**config.mk**
```make
export PLATFORM = sky130hd
export DESIGN_NAME = servo_bus_refresh_scheduler
export DESIGN_NICKNAME = d
export VERILOG_FILES = /design/src/rtl/sbrs_pkg.sv /design/src/rtl/sbrs_ram.sv /design/src/rtl/sbrs_out_buf.sv /design/src/rtl/servo_bus_refresh_scheduler.sv
export VERILOG_INCLUDE_DIRS = /design/src /design/src/rtl
export SDC_FILE = /design/constraint.sdc
export NUM_CORES = 2
export LEC_CHECK = 0
export BUFFER_PORTS_ARGS = -buffer_cell sky130_fd_sc_hd__buf_4
export CORE_UTILIZATION = 38
export DETAILED_ROUTE_END_ITERATION = 8
export HOLD_SLACK_MARGIN = 0.05
export MAX_ROUTING_LAYER = met4
export REMOVE_ABC_BUFFERS = 1
export SYNTH_ARGS = -nofsm -noshare
export SYNTH_HDL_FRONTEND = slang
export SYNTH_SLANG_ARGS = --single-unit
export TNS_END_PERCENT = 5
```
**constraint.sdc**
```tcl
create_clock -name clk -period 25.7 [get_ports clk]
set_input_delay 5.14 -clock clk [delete_from_list [all_inputs] [get_ports clk]]
set_output_delay 5.14 -clock clk [all_outputs]
set_load 0.01 [all_outputs]
```
**src/rtl/servo_bus_refresh_scheduler_defines.svh**
```systemverilog
// Assertion helpers for the servo bus refresh scheduler
`ifndef SERVO_BUS_REFRESH_SCHEDULER_DEFINES_SVH
`define SERVO_BUS_REFRESH_SCHEDULER_DEFINES_SVH

`ifndef SYNTHESIS
`define SBRS_ASSERT_NEVER(label, clk, rst_n, cond, msg) \
    label: assert property (@(posedge clk) disable iff (!rst_n) !(cond)) else $error(msg);
`define SBRS_ASSERT_IMPLIES(label, clk, rst_n, ante, cons, msg) \
    label: assert property (@(posedge clk) disable iff (!rst_n) (ante) |-> (cons)) \
        else $error(msg);
`else
`define SBRS_ASSERT_NEVER(label, clk, rst_n, cond, msg)
`define SBRS_ASSERT_IMPLIES(label, clk, rst_n, ante, cons, msg)
`endif

`endif

```
**src/rtl/sbrs_pkg.sv**
```systemverilog
`default_nettype none

package sbrs_pkg;

    localparam logic [1:0] REQ_TICK  = 2'd0;
    localparam logic [1:0] REQ_WRITE = 2'd1;
    localparam logic [1:0] REQ_DONE  = 2'd2;

    localparam logic [1:0] REG_SERVO_COUNT    = 2'd0;
    localparam logic [1:0] REG_SERVO_IDS      = 2'd1;
    localparam logic [1:0] REG_MAX_MISSED     = 2'd2;
    localparam logic [1:0] REG_EXPECTED_MODEL = 2'd3;

    localparam logic [2:0] SEND_RAM_READ  = 3'd0;
    localparam logic [2:0] SEND_PING      = 3'd1;
    localparam logic [2:0] SEND_EEPROM    = 3'd2;
    localparam logic [2:0] SEND_TORQUE    = 3'd3;
    localparam logic [2:0] SEND_QUEUED    = 3'd4;

    localparam logic [2:0] EV_NONE         = 3'd0;
    localparam logic [2:0] EV_CONNECTED    = 3'd1;
    localparam logic [2:0] EV_DISCONNECTED = 3'd2;
    localparam logic [2:0] EV_RAM_DONE     = 3'd3;
    localparam logic [2:0] EV_ALERT        = 3'd4;

    localparam logic [2:0] ER_NONE        = 3'd0;
    localparam logic [2:0] ER_TICK_OVERLAP = 3'd1;
    localparam logic [2:0] ER_XFER_FAILED = 3'd2;
    localparam logic [2:0] ER_QUEUE_FULL  = 3'd3;
    localparam logic [2:0] ER_HW_ERROR    = 3'd4;
    localparam logic [2:0] ER_ID_MISMATCH = 3'd5;

    localparam logic [2:0] PH_RAM    = 3'd0;
    localparam logic [2:0] PH_PING   = 3'd1;
    localparam logic [2:0] PH_EEPROM = 3'd2;
    localparam logic [2:0] PH_VERIFY = 3'd3;
    localparam logic [2:0] PH_TORQUE = 3'd4;

    localparam logic [7:0] STATUS_ERR_MASK = 8'h7F;
    localparam logic [7:0] STATUS_ALERT    = 8'h80;
    localparam logic [7:0] MISS_MAX        = 8'hFF;

    localparam int MAX_RES = 4;
    localparam int ENTRY_W = 59;

    typedef struct packed {
        logic        send_valid;
        logic [2:0]  send_kind;
        logic [7:0]  send_id;
        logic [15:0] send_address;
        logic [2:0]  send_len;
        logic [31:0] send_data;
        logic [2:0]  event_kind;
        logic [7:0]  event_id;
        logic [2:0]  error_kind;
        logic [7:0]  error_arg;
    } res_t;

    function automatic res_t mk_send(logic [2:0] kind, logic [7:0] id, logic [15:0] addr,
                                     logic [2:0] len, logic [31:0] data);
        res_t r;
        r = '0;
        r.send_valid   = 1'b1;
        r.send_kind    = kind;
        r.send_id      = id;
        r.send_address = addr;
        r.send_len     = len;
        r.send_data    = data;
        return r;
    endfunction

    function automatic res_t mk_event(logic [2:0] kind, logic [7:0] id);
        res_t r;
        r = '0;
        r.event_kind = kind;
        r.event_id   = id;
        return r;
    endfunction

    function automatic res_t mk_error(logic [2:0] kind, logic [7:0] arg);
        res_t r;
        r = '0;
        r.error_kind = kind;
        r.error_arg  = arg;
        return r;
    endfunction

endpackage

`default_nettype wire

```
**src/rtl/sbrs_ram.sv**
```systemverilog
`default_nettype none

module sbrs_ram #(
    parameter int WIDTH = 59,
    parameter int DEPTH = 8
) (
    input  wire logic                                          clk,
    input  wire logic                                          we,
    input  wire logic [((DEPTH > 1) ? $clog2(DEPTH) : 1)-1:0]  waddr,
    input  wire logic [WIDTH-1:0]                              wdata,
    input  wire logic [((DEPTH > 1) ? $clog2(DEPTH) : 1)-1:0]  raddr,
    output logic      [WIDTH-1:0]                              rdata
);
    logic [WIDTH-1:0] mem [DEPTH];

    always_ff @(posedge clk)
    begin
        if (we)
        begin
            mem[waddr] <= wdata;
        end
        rdata <= mem[raddr];
    end

endmodule

`default_nettype wire

```
**src/rtl/sbrs_out_buf.sv**
```systemverilog
`default_nettype none

module sbrs_out_buf
    import sbrs_pkg::*;
(
    input  wire logic clk,
    input  wire logic rst_n,
    input  wire logic load,
    input  wire logic [2:0] load_cnt,
    input  res_t      load_res [MAX_RES],
    output logic      can_load,
    output logic      out_valid,
    input  wire logic out_ready,
    output res_t      out_res,
    output logic      out_last
);
    res_t       buf_reg [MAX_RES];
    logic [2:0] cnt_reg, cnt_next;
    logic [1:0] rd_reg, rd_next;
    logic       take;

    assign out_valid = (cnt_reg != 3'd0);
    assign take      = out_valid && out_ready;
    assign can_load  = (cnt_reg == 3'd0) || (cnt_reg == 3'd1 && out_ready);
    assign out_res   = buf_reg[rd_reg];
    assign out_last  = (cnt_reg == 3'd1);

    always_comb
    begin
        cnt_next = cnt_reg;
        rd_next  = rd_reg;
        if (load)
        begin
            cnt_next = load_cnt;
            rd_next  = 2'd0;
        end
        else if (take)
        begin
            cnt_next = cnt_reg - 3'd1;
            rd_next  = rd_reg + 2'd1;
        end
    end

    always_ff @(posedge clk or negedge rst_n)
    begin
        if (!rst_n)
        begin
            cnt_reg <= 3'd0;
            rd_reg  <= 2'd0;
        end
        else
        begin
            cnt_reg <= cnt_next;
            rd_reg  <= rd_next;
        end
    end

    always_ff @(posedge clk)
    begin
        if (load)
        begin
            buf_reg <= load_res;
        end
    end

endmodule

`default_nettype wire

```
**src/rtl/servo_bus_refresh_scheduler.sv**
```systemverilog
// Servo bus refresh scheduler.
// An input is registered in the input stage; its results are then loaded into the result buffer
// once it can take them, and offered from there. One input per cycle while m_tready is high and each
// yields at most one result; more results hold the buffer, at one result transfer per cycle.
// Reset (rst_n low, asynchronous): all links down, sweep idle, queue empty, config
// back to count 0, ids 0, max_missed 3, expected model 0.
`default_nettype none
`include "servo_bus_refresh_scheduler_defines.svh"

module servo_bus_refresh_scheduler
    import sbrs_pkg::*;
#(
    parameter int SERVOS      = 8,
    parameter int QUEUE_DEPTH = 8,
    parameter int TORQUE_ADDR = 64
) (
    input  wire logic        clk,
    input  wire logic        rst_n,
    input  wire logic        cfg_we,
    input  wire logic [1:0]  cfg_index,
    input  wire logic [63:0] cfg_data,
    input  wire logic        s_tvalid,
    output logic             s_tready,
    // target_id[7:0], write_addr[23:8], write_len[26:24], write_data[58:27],
    // driver_error[59], responder_id[67:60], status_byte[75:68], model_number[91:76]
    input  wire logic [95:0] s_tdata,
    // req_type[1:0]
    input  wire logic [1:0]  s_tuser,
    output logic             m_tvalid,
    input  wire logic        m_tready,
    // send_id[7:0], send_address[23:8], send_len[26:24], send_data[58:27],
    // event_id[66:59], error_arg[74:67]
    output logic [79:0]      m_tdata,
    // send_valid[0], send_kind[3:1], event_kind[6:4], error_kind[9:7]
    output logic [9:0]       m_tuser,
    output logic             m_tlast
);
    localparam int SW = (SERVOS > 1) ? $clog2(SERVOS) : 1;
    localparam int QW = (QUEUE_DEPTH > 1) ? $clog2(QUEUE_DEPTH) : 1;
    localparam int FW = $clog2(QUEUE_DEPTH + 1);

    // configuration
    logic [3:0]  servo_count_reg;
    logic [63:0] servo_ids_reg;
    logic [7:0]  max_missed_reg;
    logic [15:0] expected_model_reg;

    // input stage
    logic        in_valid_reg;
    logic [1:0]  in_req_reg;
    logic [91:0] in_data_reg;

    // scheduler state
    logic [SERVOS-1:0] link_reg, link_n;
    logic [SERVOS-1:0] alert_reg, alert_n;
    logic [SERVOS-1:0] ftd_reg, ftd_n;
    logic [7:0]        miss_reg [SERVOS];
    logic [7:0]        miss_n [SERVOS];
    logic              busy_reg, busy_n;
    logic              act_reg, act_n;
    logic              pend_reg, pend_n;
    logic              serv_reg, serv_n;
    logic [3:0]        idx_reg, idx_n;
    logic [2:0]        phase_reg, phase_n;
    logic [7:0]        qt_reg, qt_n;
    logic [QW-1:0]     head_reg, head_n;
    logic [FW-1:0]     fill_reg, fill_n;

    // queue storage
    logic                push_en;
    logic [QW-1:0]       tail;
    logic [ENTRY_W-1:0]  push_data;
    logic [ENTRY_W-1:0]  ram_q;
    logic [ENTRY_W-1:0]  byp_reg;
    logic                hit_reg;
    logic [ENTRY_W-1:0]  qhead;

    // results
    res_t       res [MAX_RES];
    logic [2:0] rc;
    logic       can_load;
    logic       fire;
    res_t       out_r;

    logic [3:0] eff;
    logic [FW:0] tsum;
    logic [QW:0] hinc;
    logic [QW-1:0] head_inc;

    assign fire     = in_valid_reg && can_load;
    assign s_tready = !in_valid_reg || can_load;

    assign eff  = (servo_count_reg > 4'(SERVOS)) ? 4'(SERVOS) : servo_count_reg;
    assign tsum = (FW+1)'(head_reg) + (FW+1)'(fill_reg);
    assign tail = (tsum >= (FW+1)'(QUEUE_DEPTH)) ? QW'(tsum - (FW+1)'(QUEUE_DEPTH))
                                                 : QW'(tsum);
    assign hinc = (QW+1)'(head_reg) + (QW+1)'(1);
    assign head_inc = (hinc == (QW+1)'(QUEUE_DEPTH)) ? '0 : QW'(hinc);
    assign qhead = hit_reg ? byp_reg : ram_q;

    // pack the write request as it is kept in the queue
    always_comb
    begin
        logic [2:0]  len;
        logic [31:0] wd;
        len = (in_data_reg[26:24] > 3'd4) ? 3'd4 : in_data_reg[26:24];
        wd  = in_data_reg[58:27];
        case (len)
            3'd0:    wd = 32'd0;
            3'd1:    wd = {24'd0, wd[7:0]};
            3'd2:    wd = {16'd0, wd[15:0]};
            3'd3:    wd = {8'd0, wd[23:0]};
            default: wd = wd;
        endcase
        push_data = {wd, len, in_data_reg[23:8], in_data_reg[7:0]};
    end

    always_comb
    begin
        logic [7:0]         rid;
        logic [7:0]         st;
        logic [7:0]         cur_id;
        logic [7:0]         nid;
        logic [7:0]         m;
        logic [SW-1:0]      ci;
        logic [SW-1:0]      ti;
        logic               ok;
        logic               step;
        logic               need_trig;
        logic               need_nor;
        logic               need_trig2;
        logic               need_nor2;
        logic [ENTRY_W-1:0] e;

        link_n  = link_reg;
        alert_n = alert_reg;
        ftd_n   = ftd_reg;
        miss_n  = miss_reg;
        busy_n  = busy_reg;
        act_n   = act_reg;
        pend_n  = pend_reg;
        serv_n  = serv_reg;
        idx_n   = idx_reg;
        phase_n = phase_reg;
        qt_n    = qt_reg;
        head_n  = head_reg;
        fill_n  = fill_reg;
        push_en = 1'b0;
        for (int k = 0; k < MAX_RES; k++)
        begin
            res[k] = '0;
        end
        rc = 3'd0;

        rid    = in_data_reg[67:60];
        st     = in_data_reg[75:68];
        ci     = idx_reg[SW-1:0];
        cur_id = servo_ids_reg[{idx_reg[2:0], 3'b000} +: 8];
        ok     = !in_data_reg[59] && (rid == cur_id) && ((st & STATUS_ERR_MASK) == 8'd0);
        m      = 8'd0;
        ti     = '0;
        nid    = 8'd0;
        step       = 1'b0;
        need_trig  = 1'b0;
        need_nor   = 1'b0;
        need_trig2 = 1'b0;
        need_nor2  = 1'b0;
        e = (fill_reg == '0) ? push_data : qhead;

        if (fire)
        begin
            case (in_req_reg)
                REQ_TICK:
                begin
                    if (act_reg || pend_reg)
                    begin
                        res[rc[1:0]] = mk_error(ER_TICK_OVERLAP, 8'd0);
                        rc = rc + 3'd1;
                    end
                    else
                    begin
                        idx_n = 4'd0;
                        if (!busy_reg)
                        begin
                            busy_n    = 1'b1;
                            act_n     = 1'b1;
                            serv_n    = 1'b0;
                            need_trig = 1'b1;
                        end
                        else
                        begin
                            pend_n = 1'b1;
                        end
                    end
                end
                REQ_WRITE:
                begin
                    if (fill_reg >= FW'(QUEUE_DEPTH))
                    begin
                        res[rc[1:0]] = mk_error(ER_QUEUE_FULL, 8'd0);
                        rc = rc + 3'd1;
                    end
                    else
                    begin
                        push_en = 1'b1;
                        fill_n  = fill_reg + FW'(1);
                        if (!busy_reg)
                        begin
                            busy_n   = 1'b1;
                            need_nor = 1'b1;
                        end
                    end
                end
                REQ_DONE:
                begin
                    if (busy_reg && serv_reg)
                    begin
                        if (in_data_reg[59])
                        begin
                            res[rc[1:0]] = mk_error(ER_XFER_FAILED, 8'd0);
                            rc = rc + 3'd1;
                        end
                        if ((st & STATUS_ERR_MASK) != 8'd0)
                        begin
                            res[rc[1:0]] = mk_error(ER_HW_ERROR, st);
                            rc = rc + 3'd1;
                        end
                        if (rid != qt_reg)
                        begin
                            res[rc[1:0]] = mk_error(ER_ID_MISMATCH, rid);
                            rc = rc + 3'd1;
                        end
                        serv_n   = 1'b0;
                        need_nor = 1'b1;
                    end
                    else if (busy_reg && act_reg)
                    begin
                        if (idx_reg >= 4'(SERVOS))
                        begin
                            step = 1'b1;
                        end
                        else
                        begin
                            case (phase_reg)
                                PH_RAM:
                                begin
                                    if (!ok)
                                    begin
                                        m = miss_reg[ci];
                                        if (m != MISS_MAX)
                                        begin
                                            m = m + 8'd1;
                                        end
                                        miss_n[ci] = m;
                                        if (m >= max_missed_reg)
                                        begin
                                            link_n[ci] = 1'b0;
                                            res[rc[1:0]] = mk_event(EV_DISCONNECTED, cur_id);
                                            rc = rc + 3'd1;
                                        end
                                    end
                                    else
                                    begin
                                        miss_n[ci] = 8'd0;
                                        res[rc[1:0]] = mk_event(EV_RAM_DONE, cur_id);
                                        rc = rc + 3'd1;
                                        if ((st & STATUS_ALERT) != 8'd0)
                                        begin
                                            if (!alert_reg[ci])
                                            begin
                                                res[rc[1:0]] = mk_event(EV_ALERT, cur_id);
                                                rc = rc + 3'd1;
                                                alert_n[ci] = 1'b1;
                                            end
                                        end
                                        else
                                        begin
                                            alert_n[ci] = 1'b0;
                                        end
                                    end
                                    step = 1'b1;
                                end
                                PH_PING:
                                begin
                                    if (!ok || in_data_reg[91:76] != expected_model_reg)
                                    begin
                                        step = 1'b1;
                                    end
                                    else
                                    begin
                                        phase_n = PH_EEPROM;
                                        res[rc[1:0]] = mk_send(SEND_EEPROM, cur_id, 16'd0,
                                                               3'd0, 32'd0);
                                        rc = rc + 3'd1;
                                    end
                                end
                                PH_EEPROM:
                                begin
                                    if (!ok)
                                    begin
                                        step = 1'b1;
                                    end
                                    else
                                    begin
                                        phase_n = PH_VERIFY;
                                        res[rc[1:0]] = mk_send(SEND_RAM_READ, cur_id, 16'd0,
                                                               3'd0, 32'd0);
                                        rc = rc + 3'd1;
                                    end
                                end
                                PH_VERIFY:
                                begin
                                    if (!ok)
                                    begin
                                        step = 1'b1;
                                    end
                                    else
                                    begin
                                        phase_n = PH_TORQUE;
                                        res[rc[1:0]] = mk_send(SEND_TORQUE, cur_id,
                                                               16'(TORQUE_ADDR), 3'd1, 32'd0);
                                        rc = rc + 3'd1;
                                    end
                                end
                                PH_TORQUE:
                                begin
                                    if (ok)
                                    begin
                                        miss_n[ci] = 8'd0;
                                        link_n[ci] = 1'b1;
                                        res[rc[1:0]] = mk_event(EV_CONNECTED, cur_id);
                                        rc = rc + 3'd1;
                                    end
                                    step = 1'b1;
                                end
                                default:
                                begin
                                    step = 1'b1;
                                end
                            endcase
                        end
                    end
                end
                default:
                begin
                end
            endcase

            // finish the current servo and move on
            if (step)
            begin
                if (idx_reg < 4'(SERVOS))
                begin
                    if (!ftd_n[ci])
                    begin
                        ftd_n[ci] = 1'b1;
                        if (!link_n[ci])
                        begin
                            res[rc[1:0]] = mk_event(EV_DISCONNECTED, cur_id);
                            rc = rc + 3'd1;
                        end
                    end
                    idx_n = idx_reg + 4'd1;
                end
                need_trig = 1'b1;
            end

            if (need_trig)
            begin
                if (idx_n >= eff)
                begin
                    act_n    = 1'b0;
                    need_nor = 1'b1;
                end
                else
                begin
                    ti  = idx_n[SW-1:0];
                    nid = servo_ids_reg[{idx_n[2:0], 3'b000} +: 8];
                    if (link_n[ti])
                    begin
                        phase_n = PH_RAM;
                        res[rc[1:0]] = mk_send(SEND_RAM_READ, nid, 16'd0, 3'd0, 32'd0);
                    end
                    else
                    begin
                        phase_n = PH_PING;
                        res[rc[1:0]] = mk_send(SEND_PING, nid, 16'd0, 3'd0, 32'd0);
                    end
                    rc = rc + 3'd1;
                end
            end

            // start a pending sweep, pop a queued write, or release the bus
            if (need_nor)
            begin
                if (pend_n)
                begin
                    pend_n     = 1'b0;
                    act_n      = 1'b1;
                    serv_n     = 1'b0;
                    need_trig2 = 1'b1;
                end
                else if (fill_n != '0)
                begin
                    head_n = head_inc;
                    fill_n = fill_n - FW'(1);
                    serv_n = 1'b1;
                    qt_n   = e[7:0];
                    res[rc[1:0]] = mk_send(SEND_QUEUED, e[7:0], e[23:8], e[26:24], e[58:27]);
                    rc = rc + 3'd1;
                end
                else
                begin
                    busy_n = 1'b0;
                    serv_n = 1'b0;
                end
            end

            if (need_trig2)
            begin
                if (idx_n >= eff)
                begin
                    act_n     = 1'b0;
                    need_nor2 = 1'b1;
                end
                else
                begin
                    ti  = idx_n[SW-1:0];
                    nid = servo_ids_reg[{idx_n[2:0], 3'b000} +: 8];
                    if (link_n[ti])
                    begin
                        phase_n = PH_RAM;
                        res[rc[1:0]] = mk_send(SEND_RAM_READ, nid, 16'd0, 3'd0, 32'd0);
                    end
                    else
                    begin
                        phase_n = PH_PING;
                        res[rc[1:0]] = mk_send(SEND_PING, nid, 16'd0, 3'd0, 32'd0);
                    end
                    rc = rc + 3'd1;
                end
            end

            if (need_nor2)
            begin
                if (fill_n != '0)
                begin
                    head_n = head_inc;
                    fill_n = fill_n - FW'(1);
                    serv_n = 1'b1;
                    qt_n   = e[7:0];
                    res[rc[1:0]] = mk_send(SEND_QUEUED, e[7:0], e[23:8], e[26:24], e[58:27]);
                    rc = rc + 3'd1;
                end
                else
                begin
                    busy_n = 1'b0;
                    serv_n = 1'b0;
                end
            end
        end
    end

    sbrs_ram #(
        .WIDTH (ENTRY_W),
        .DEPTH (QUEUE_DEPTH)
    ) u_queue (
        .clk   (clk),
        .we    (push_en),
        .waddr (tail),
        .wdata (push_data),
        .raddr (head_n),
        .rdata (ram_q)
    );

    sbrs_out_buf u_out (
        .clk       (clk),
        .rst_n     (rst_n),
        .load      (fire),
        .load_cnt  (rc),
        .load_res  (res),
        .can_load  (can_load),
        .out_valid (m_tvalid),
        .out_ready (m_tready),
        .out_res   (out_r),
        .out_last  (m_tlast)
    );

    assign m_tdata = {5'd0, out_r.error_arg, out_r.event_id, out_r.send_data,
                      out_r.send_len, out_r.send_address, out_r.send_id};
    assign m_tuser = {out_r.error_kind, out_r.event_kind, out_r.send_kind, out_r.send_valid};

    always_ff @(posedge clk or negedge rst_n)
    begin
        if (!rst_n)
        begin
            servo_count_reg    <= 4'd0;
            servo_ids_reg      <= 64'd0;
            max_missed_reg     <= 8'd3;
            expected_model_reg <= 16'd0;
        end
        else if (cfg_we)
        begin
            case (cfg_index)
                REG_SERVO_COUNT:    servo_count_reg    <= cfg_data[3:0];
                REG_SERVO_IDS:      servo_ids_reg      <= cfg_data;
                REG_MAX_MISSED:     max_missed_reg     <= cfg_data[7:0];
                REG_EXPECTED_MODEL: expected_model_reg <= cfg_data[15:0];
                default:            servo_count_reg    <= servo_count_reg;
            endcase
        end
    end

    always_ff @(posedge clk or negedge rst_n)
    begin
        if (!rst_n)
        begin
            in_valid_reg <= 1'b0;
            link_reg     <= '0;
            alert_reg    <= '0;
            ftd_reg      <= '0;
            for (int k = 0; k < SERVOS; k++)
            begin
                miss_reg[k] <= 8'd0;
            end
            busy_reg  <= 1'b0;
            act_reg   <= 1'b0;
            pend_reg  <= 1'b0;
            serv_reg  <= 1'b0;
            idx_reg   <= 4'd0;
            phase_reg <= PH_RAM;
            qt_reg    <= 8'd0;
            head_reg  <= '0;
            fill_reg  <= '0;
            hit_reg   <= 1'b0;
        end
        else
        begin
            if (s_tready)
            begin
                in_valid_reg <= s_tvalid;
            end
            link_reg  <= link_n;
            alert_reg <= alert_n;
            ftd_reg   <= ftd_n;
            miss_reg  <= miss_n;
            busy_reg  <= busy_n;
            act_reg   <= act_n;
            pend_reg  <= pend_n;
            serv_reg  <= serv_n;
            idx_reg   <= idx_n;
            phase_reg <= phase_n;
            qt_reg    <= qt_n;
            head_reg  <= head_n;
            fill_reg  <= fill_n;
            // a write landing on the address being read is missed by the RAM's registered read, so it is bypassed
            hit_reg   <= push_en && (tail == head_n);
        end
    end

    always_ff @(posedge clk)
    begin
        if (s_tvalid && s_tready)
        begin
            in_req_reg  <= s_tuser;
            in_data_reg <= s_tdata[91:0];
        end
        byp_reg <= push_data;
    end

    `SBRS_ASSERT_NEVER(a_fill_bound, clk, rst_n, fill_reg > FW'(QUEUE_DEPTH), "queue overfilled")
    `SBRS_ASSERT_NEVER(a_sweep_excl, clk, rst_n, act_reg && pend_reg, "sweep active and pending")
    `SBRS_ASSERT_IMPLIES(a_idle_empty, clk, rst_n, !busy_reg, fill_reg == '0, "idle bus with queue")
    `SBRS_ASSERT_IMPLIES(a_sweep_busy, clk, rst_n, act_reg || serv_reg, busy_reg, "work on idle bus")

endmodule

`default_nettype wire
```
* After elaboration in Yosys (flattened, before gate mapping)
Memory sizes are Yosys's and may differ from the RTL's. A register that Yosys moved wholly into a read port is not among the register bits.
Index checks and enable logic that the tools add are counted.
** Word-level totals
- Output and inout bits :: 93
- Input bits :: 169
- Bits in registers :: 706
- RAM bits :: 472
- Memories kept :: 1
- Word-level logic and storage cells :: 475
** Memory list
- u_queue.mem :: depth 8, bits a word 59, read ports 1, clocked after memory_dff 1, write ports 1, RTL line sbrs_ram.sv:14 : logic [WIDTH-1:0] mem [DEPTH];
** Cells by class
- Bitwise gates (word level) :: 20
- $lt $le $gt $ge :: 28
- Shift-type cells :: 2
- Equality and inequality tests :: 24
- Add/sub/neg operators :: 17
- Mux-type cells :: 263
- Reduce and logical (&&, ||, !) cells :: 49
** Operator list (number)
- two-way mux 340 bit :: 24
- bitwise mux 340 bit :: 9
- two-way mux 85 bit :: 18
- demux 85 bit (select 2 bit) :: 7
- two-way mux 170 bit :: 4
- two-way mux 255 bit :: 2
- case mux 85 bit (5 select lines) :: 1
- case mux 85 bit (3 select lines) :: 1
- two-way mux 8 bit :: 26
- binary-select mux 85 bit (select 2 bit) :: 1
- two-way mux 3 bit :: 52
- two-way mux 64 bit :: 2
- case mux 32 bit (4 select lines) :: 1
- case mux 64 bit (2 select lines) :: 1
- variable part select 64 x 7 -> 8 bit :: 2
- two-way mux 59 bit :: 2
- two-way mux 1 bit :: 69
- two-way mux 22 bit :: 3
- AND 64 bit :: 1
- bitwise mux 64 bit :: 1
- NOT 64 bit :: 1
- two-way mux 4 bit :: 15
- case mux 3 bit (3 select lines) :: 3
- binary-select mux 8 bit (select 3 bit) :: 1
- 67 further kinds :: 156

* Logic depth before layout (Yosys ltp)
- Depth after elaboration :: 52
- Gate-level depth with buffers :: 38
- Gate-level depth less buffers :: 34

* Cells and area by module
Synthesis repeated with hierarchy kept, for this count alone.
** Second synthesis, totals
- Cell total of the unflattened synthesis :: 3297
- Area, all modules :: 52196.3 µm²
** Modules (own cells, without submodules)
- servo_bus_refresh_scheduler :: times used 1, cells each 2060, seq. area each 9211.3 µm², area each 20661.1 µm²
- sbrs_ram :: times used 1, cells each 754, seq. area each 15354.7 µm², area each 18928.2 µm²
- sbrs_out_buf :: times used 1, cells each 483, seq. area each 10334.9 µm², area each 12607.1 µm²

* Least setup slack after synthesis
Ideal clock, no wire load.
- Path type :: input port to flip-flop
- From :: input m_tready
- To :: register fill_reg[1]
- Data arrival time :: 15.451 ns
- Cell stages on the path :: 7
- Path slack :: 9.693 ns
- Cell sequence :: a21oi_1 -> or3b_2 -> clkbuf_1 -> inv_1 -> clkbuf_1 -> clkbuf_1 -> o21ai_0
** Between the ends
- Word-level cells in the longest chain between the ends :: 3
** RTL lines
- start: declaration :: RTL line servo_bus_refresh_scheduler.sv:30 : input wire logic m_tready,
- logical AND 1 bit :: RTL line sbrs_out_buf.sv:24 : assign can_load = (cnt_reg == 3'd0) || (cnt_reg == 3'd1 && out_ready);
- logical OR 1 bit :: RTL line sbrs_out_buf.sv:24
- logical AND 1 bit :: RTL line servo_bus_refresh_scheduler.sv:90 : assign fire = in_valid_reg && can_load;
- named net fire :: RTL line servo_bus_refresh_scheduler.sv:82 : logic fire;
- end signal: assignment :: RTL line servo_bus_refresh_scheduler.sv:555 : fill_reg <= fill_n;
- end: declaration :: RTL line servo_bus_refresh_scheduler.sv:67 : logic [FW-1:0] fill_reg, fill_n;
The timed path passes the listed nets, and every way through them passes these cells.
A chain may end at the register's enable or synchronous reset.

==> metrics.md <==
| Metric | Value |
|---|---|
| Vias per inst | `5.35` |
| Largest register FFs | `472` |
| Combinational power share | `30.6%` |
| Unrepaired setup endpoints after global routing | `false` |
| Post-synth top area share | `52.0%` |
| Crit path largest cell delay | `740 ps` |
| Top-count cell post-synth | `edfxtp_1` |
| Post-Synthesis Cells | `3,504` |
| CP startpoint | `idx_reg[0]$_DFFE_PN0P_` |
| Yosys reg bits | `1,223` |
| Number of global-route vias before repair | `29,898` |
| Post-synth EDFFs | `892` |
| Synth Flop Type | `edfxtp_1` |
| Clock Skews | `41.9 ps` |
| Number of gates resized after cts | `0` |
| CTS tree | `done` |
| RePlAce Congestion | `0.845` |
| First-pass GRT wire length | `192,000 µm` |
| Tot Pwr | `6.59 mW` |
| Clk_lat worst skew | `760 ps` |
| Area contributors post-synth | `edfxtp_1 (52%), dfrtp_1 (10%), mux2i_1 (6.0%)` |
| Int Power | `4.35 mW` |
| Seq pwr share | `41.7%` |
| Pre-CTS setup slack | `14,680 ps` |
| Die area | `137,000 µm²` |
| DRC | `0` |
| Number of CTS-inserted buffers | `134` |
| Initial DRT Pass Iterations | `5` |
| Final hold slack | `450 ps` |
| Starting density of the core | `38.5%` |
| Slowest cell on crit path | `buf_4` |
| Critical Path Source Type | `register` |
| Final setup fails | `0` |
| Non-Filler Instances | `5,627` |
| Synthesis-to-finish area growth | `15.5%` |
| Slew @ Worst Pin | `1130 ps` |
| Max Buffers Root-to-Sink | `3` |
| Post-CTS setup buffers | `0` |
| Clk Tree Root Cell | `clkbuf_16` |
| Chip Height | `370 µm` |
| Fillers | `11,834` |
| Sw frac | `33.9%` |
| Storage cell area | `34,500 µm²` |
| Cell Rows | `134` |
| Gr usage total | `19.4%` |
| Routed Antenna Nets | `0` |
| Maximum fanout along the worst path | `59` |
| Die W | `370 µm` |
| Crit end category | `register` |
| Post-DP Area | `55,300 µm²` |
| Endpoints failing hold | `0` |
| # H-tree levels | `4` |
| Hold Crit Start | `ftd_reg[7]$_DFFE_PN0P_` |
| Clock-pin slew on the worst setup and hold paths | `60 ps` |
| # IOs | `262` |
| Worst VDD drop | `100 µV` |
| Syn. warnings | `0` |
| Syn avg cell area | `14.7 µm²` |
| CP arrival | `11,650 ps` |
| Starting DRC count in detailed routing | `2,628` |
| Area of the core | `134,000 µm²` |
| Sequential fraction of the synthesis area | `66.9%` |
| Mapped Area | `51,500 µm²` |
| Worst Hold Class | `register to register` |
| Initial antenna violation count | `6` |
| Max_slew headroom | `24.6%` |
| Leakage | `21.4 nW` |
| Synth cell count leaders | `edfxtp_1 (892), nor2_1 (354), mux2i_1 (307), nand2_1 (266), dfrtp_1 (211)` |
| Largest net degree at the start of global routing | `104` |
| Crit Path Category | `register to register` |
| Clock power frac | `27.8%` |
| Final instance area | `59,500 µm²` |
| Status | `completed` |
| Period utilization | `43.1%` |
| RR Startpoint | `idx_reg[0]$_DFFE_PN0P_` |
| Yosys cell types | `89` |
| Asr flop ratio synth | `17.4%` |
| Crit path time final | `11,060 ps` |
| I/O Buffers | `252` |
| Worst endpoint required time | `26,280 ps` |
| Setup TNS | `0 ps` |
| Pwr Density | `111 nW/µm²` |
| Fraction of layout cells with a size suffix above 1 | `22.2%` |
| GRT Residual Overflow | `0` |
| Sw Pwr | `2.23 mW` |
| Core Util, Final | `44.4%` |
| Total Nets Final | `3,970` |
| Max Freq | `0.0904 GHz` |
| Hold-fix buffers, CTS | `0` |
| Most used cell, CP | `ha_1` |
| Multi-input gate area | `16,100 µm²` |
| Clock Sink Count | `1,223` |
| Max-slew violations | `0` |
| Via count | `30,092` |
| WL final | `129,000 µm` |
| Dpl hpwl | `76,000 µm` |
| Max Cap Viol | `0` |
| WL/cell | `23.0 µm` |
| Placed cells | `5,377` |
| Post-synth top area cell | `edfxtp_1` |
| Final critical-path setup slack | `14,640 ps` |
## power groups by stage
stage | Combinational (mW) | Clock (mW) | Sequential, mW
detailed placement | 2.03 | 0 | 2.79
floorplan | 1.26 | 0 | 2.82
global placement | 2.01 | 0 | 2.77
CTS | 2.04 | 1.87 | 2.75
global route | 2.19 | 1.95 | 2.78
finish | 2.01 | 1.83 | 2.74
## layout by cell type, fill, tap and decap left out, types with 61 or more instances in the layout
| master | count |
|---|---|
| mux2_2 | 170 |
| dfxtp_1 | 118 |
| buf_4 | 307 |
| nor2_1 | 353 |
| a32o_1 | 61 |
| mux4_2 | 90 |
| mux2i_1 | 304 |
| dfrtp_1 | 206 |
| clkbuf_16 | 135 |
| edfxtp_1 | 892 |
| nand2_1 | 266 |
| o21ai_0 | 61 |
| and2_1 | 67 |
| a21oi_1 | 138 |
## cell type report
class / instances / area share [%]
multi-input combinational: 2022 / 27.0
clock buffer: 200 / 6.35
timing repair buffer: 308 / 3.89
inverter: 56 / 0.378
tap: 1768 / 3.72
sequential: 1223 / 57.9
antenna: 5 / 0.0210
clock inverter: 45 / 0.706
## routing by layer
metal / part of all wire [%] / up-vias / wire, µm / track usage, %
met1: 44 / 15241 / 56800 / 25.9
li1: - / 13718 / - / -
met5: 0 / - / 0 / -
met4: 2.3 / 0 / 3000 / 5.75
met2: 47 / 945 / 60600 / 29.6
met3: 7.0 / 188 / 9080 / 4.03
## worst max-delay path, delay by kind of cell, from the launching register on
| family | cells | cell delay [ps] |
|---|---|---|
| adder cells (fa/ha/maj) | 7 | 2020 |
| buffers and inverters | 4 | 2030 |
| AO/OA/AOI/OAI | 8 | 2830 |
| AND/OR/NAND/NOR | 13 | 2740 |
| XOR/XNOR | 1 | 170 |
| multiplexers | 2 | 590 |
| flip-flops | 1 | 440 |
## kinds of logic (layout without fill, tap and decap cells)
kind of cell             count (synthesis)  in the layout  share of synthesized area (%)
flip-flops                            1223           1223                           66.9
AND/OR/NAND/NOR                        850            850                           7.36
multiplexers                           570            570                           13.7
AO/OA/AOI/OAI                          489            489                           7.44
buffers and inverters                  263            609                           2.25
adder cells (fa/ha/maj)                 56             56                           1.37
XOR/XNOR                                52             52                          0.927
other                                    1             10                        0.00728
## final timing paths
check / end / slack (ps) / cells past startpoint
worst max-delay path: u_out.buf_reg[96]$_DFFE_PP_ / 14640 / 35
worst min-delay path: ftd_reg[7]$_DFFE_PN0P_ / 450 / 1
worst max register to register: u_out.buf_reg[96]$_DFFE_PP_ / 14640 / 35
worst min register to register: ftd_reg[7]$_DFFE_PN0P_ / 450 / 1
max in group asynchronous: expected_model_reg[12]$_DFFE_PN0P_ / 19130 / 3
min in group asynchronous: in_valid_reg$_DFFE_PN0N_ / 4450 / 1
Power figures use the tool's default switching activity.
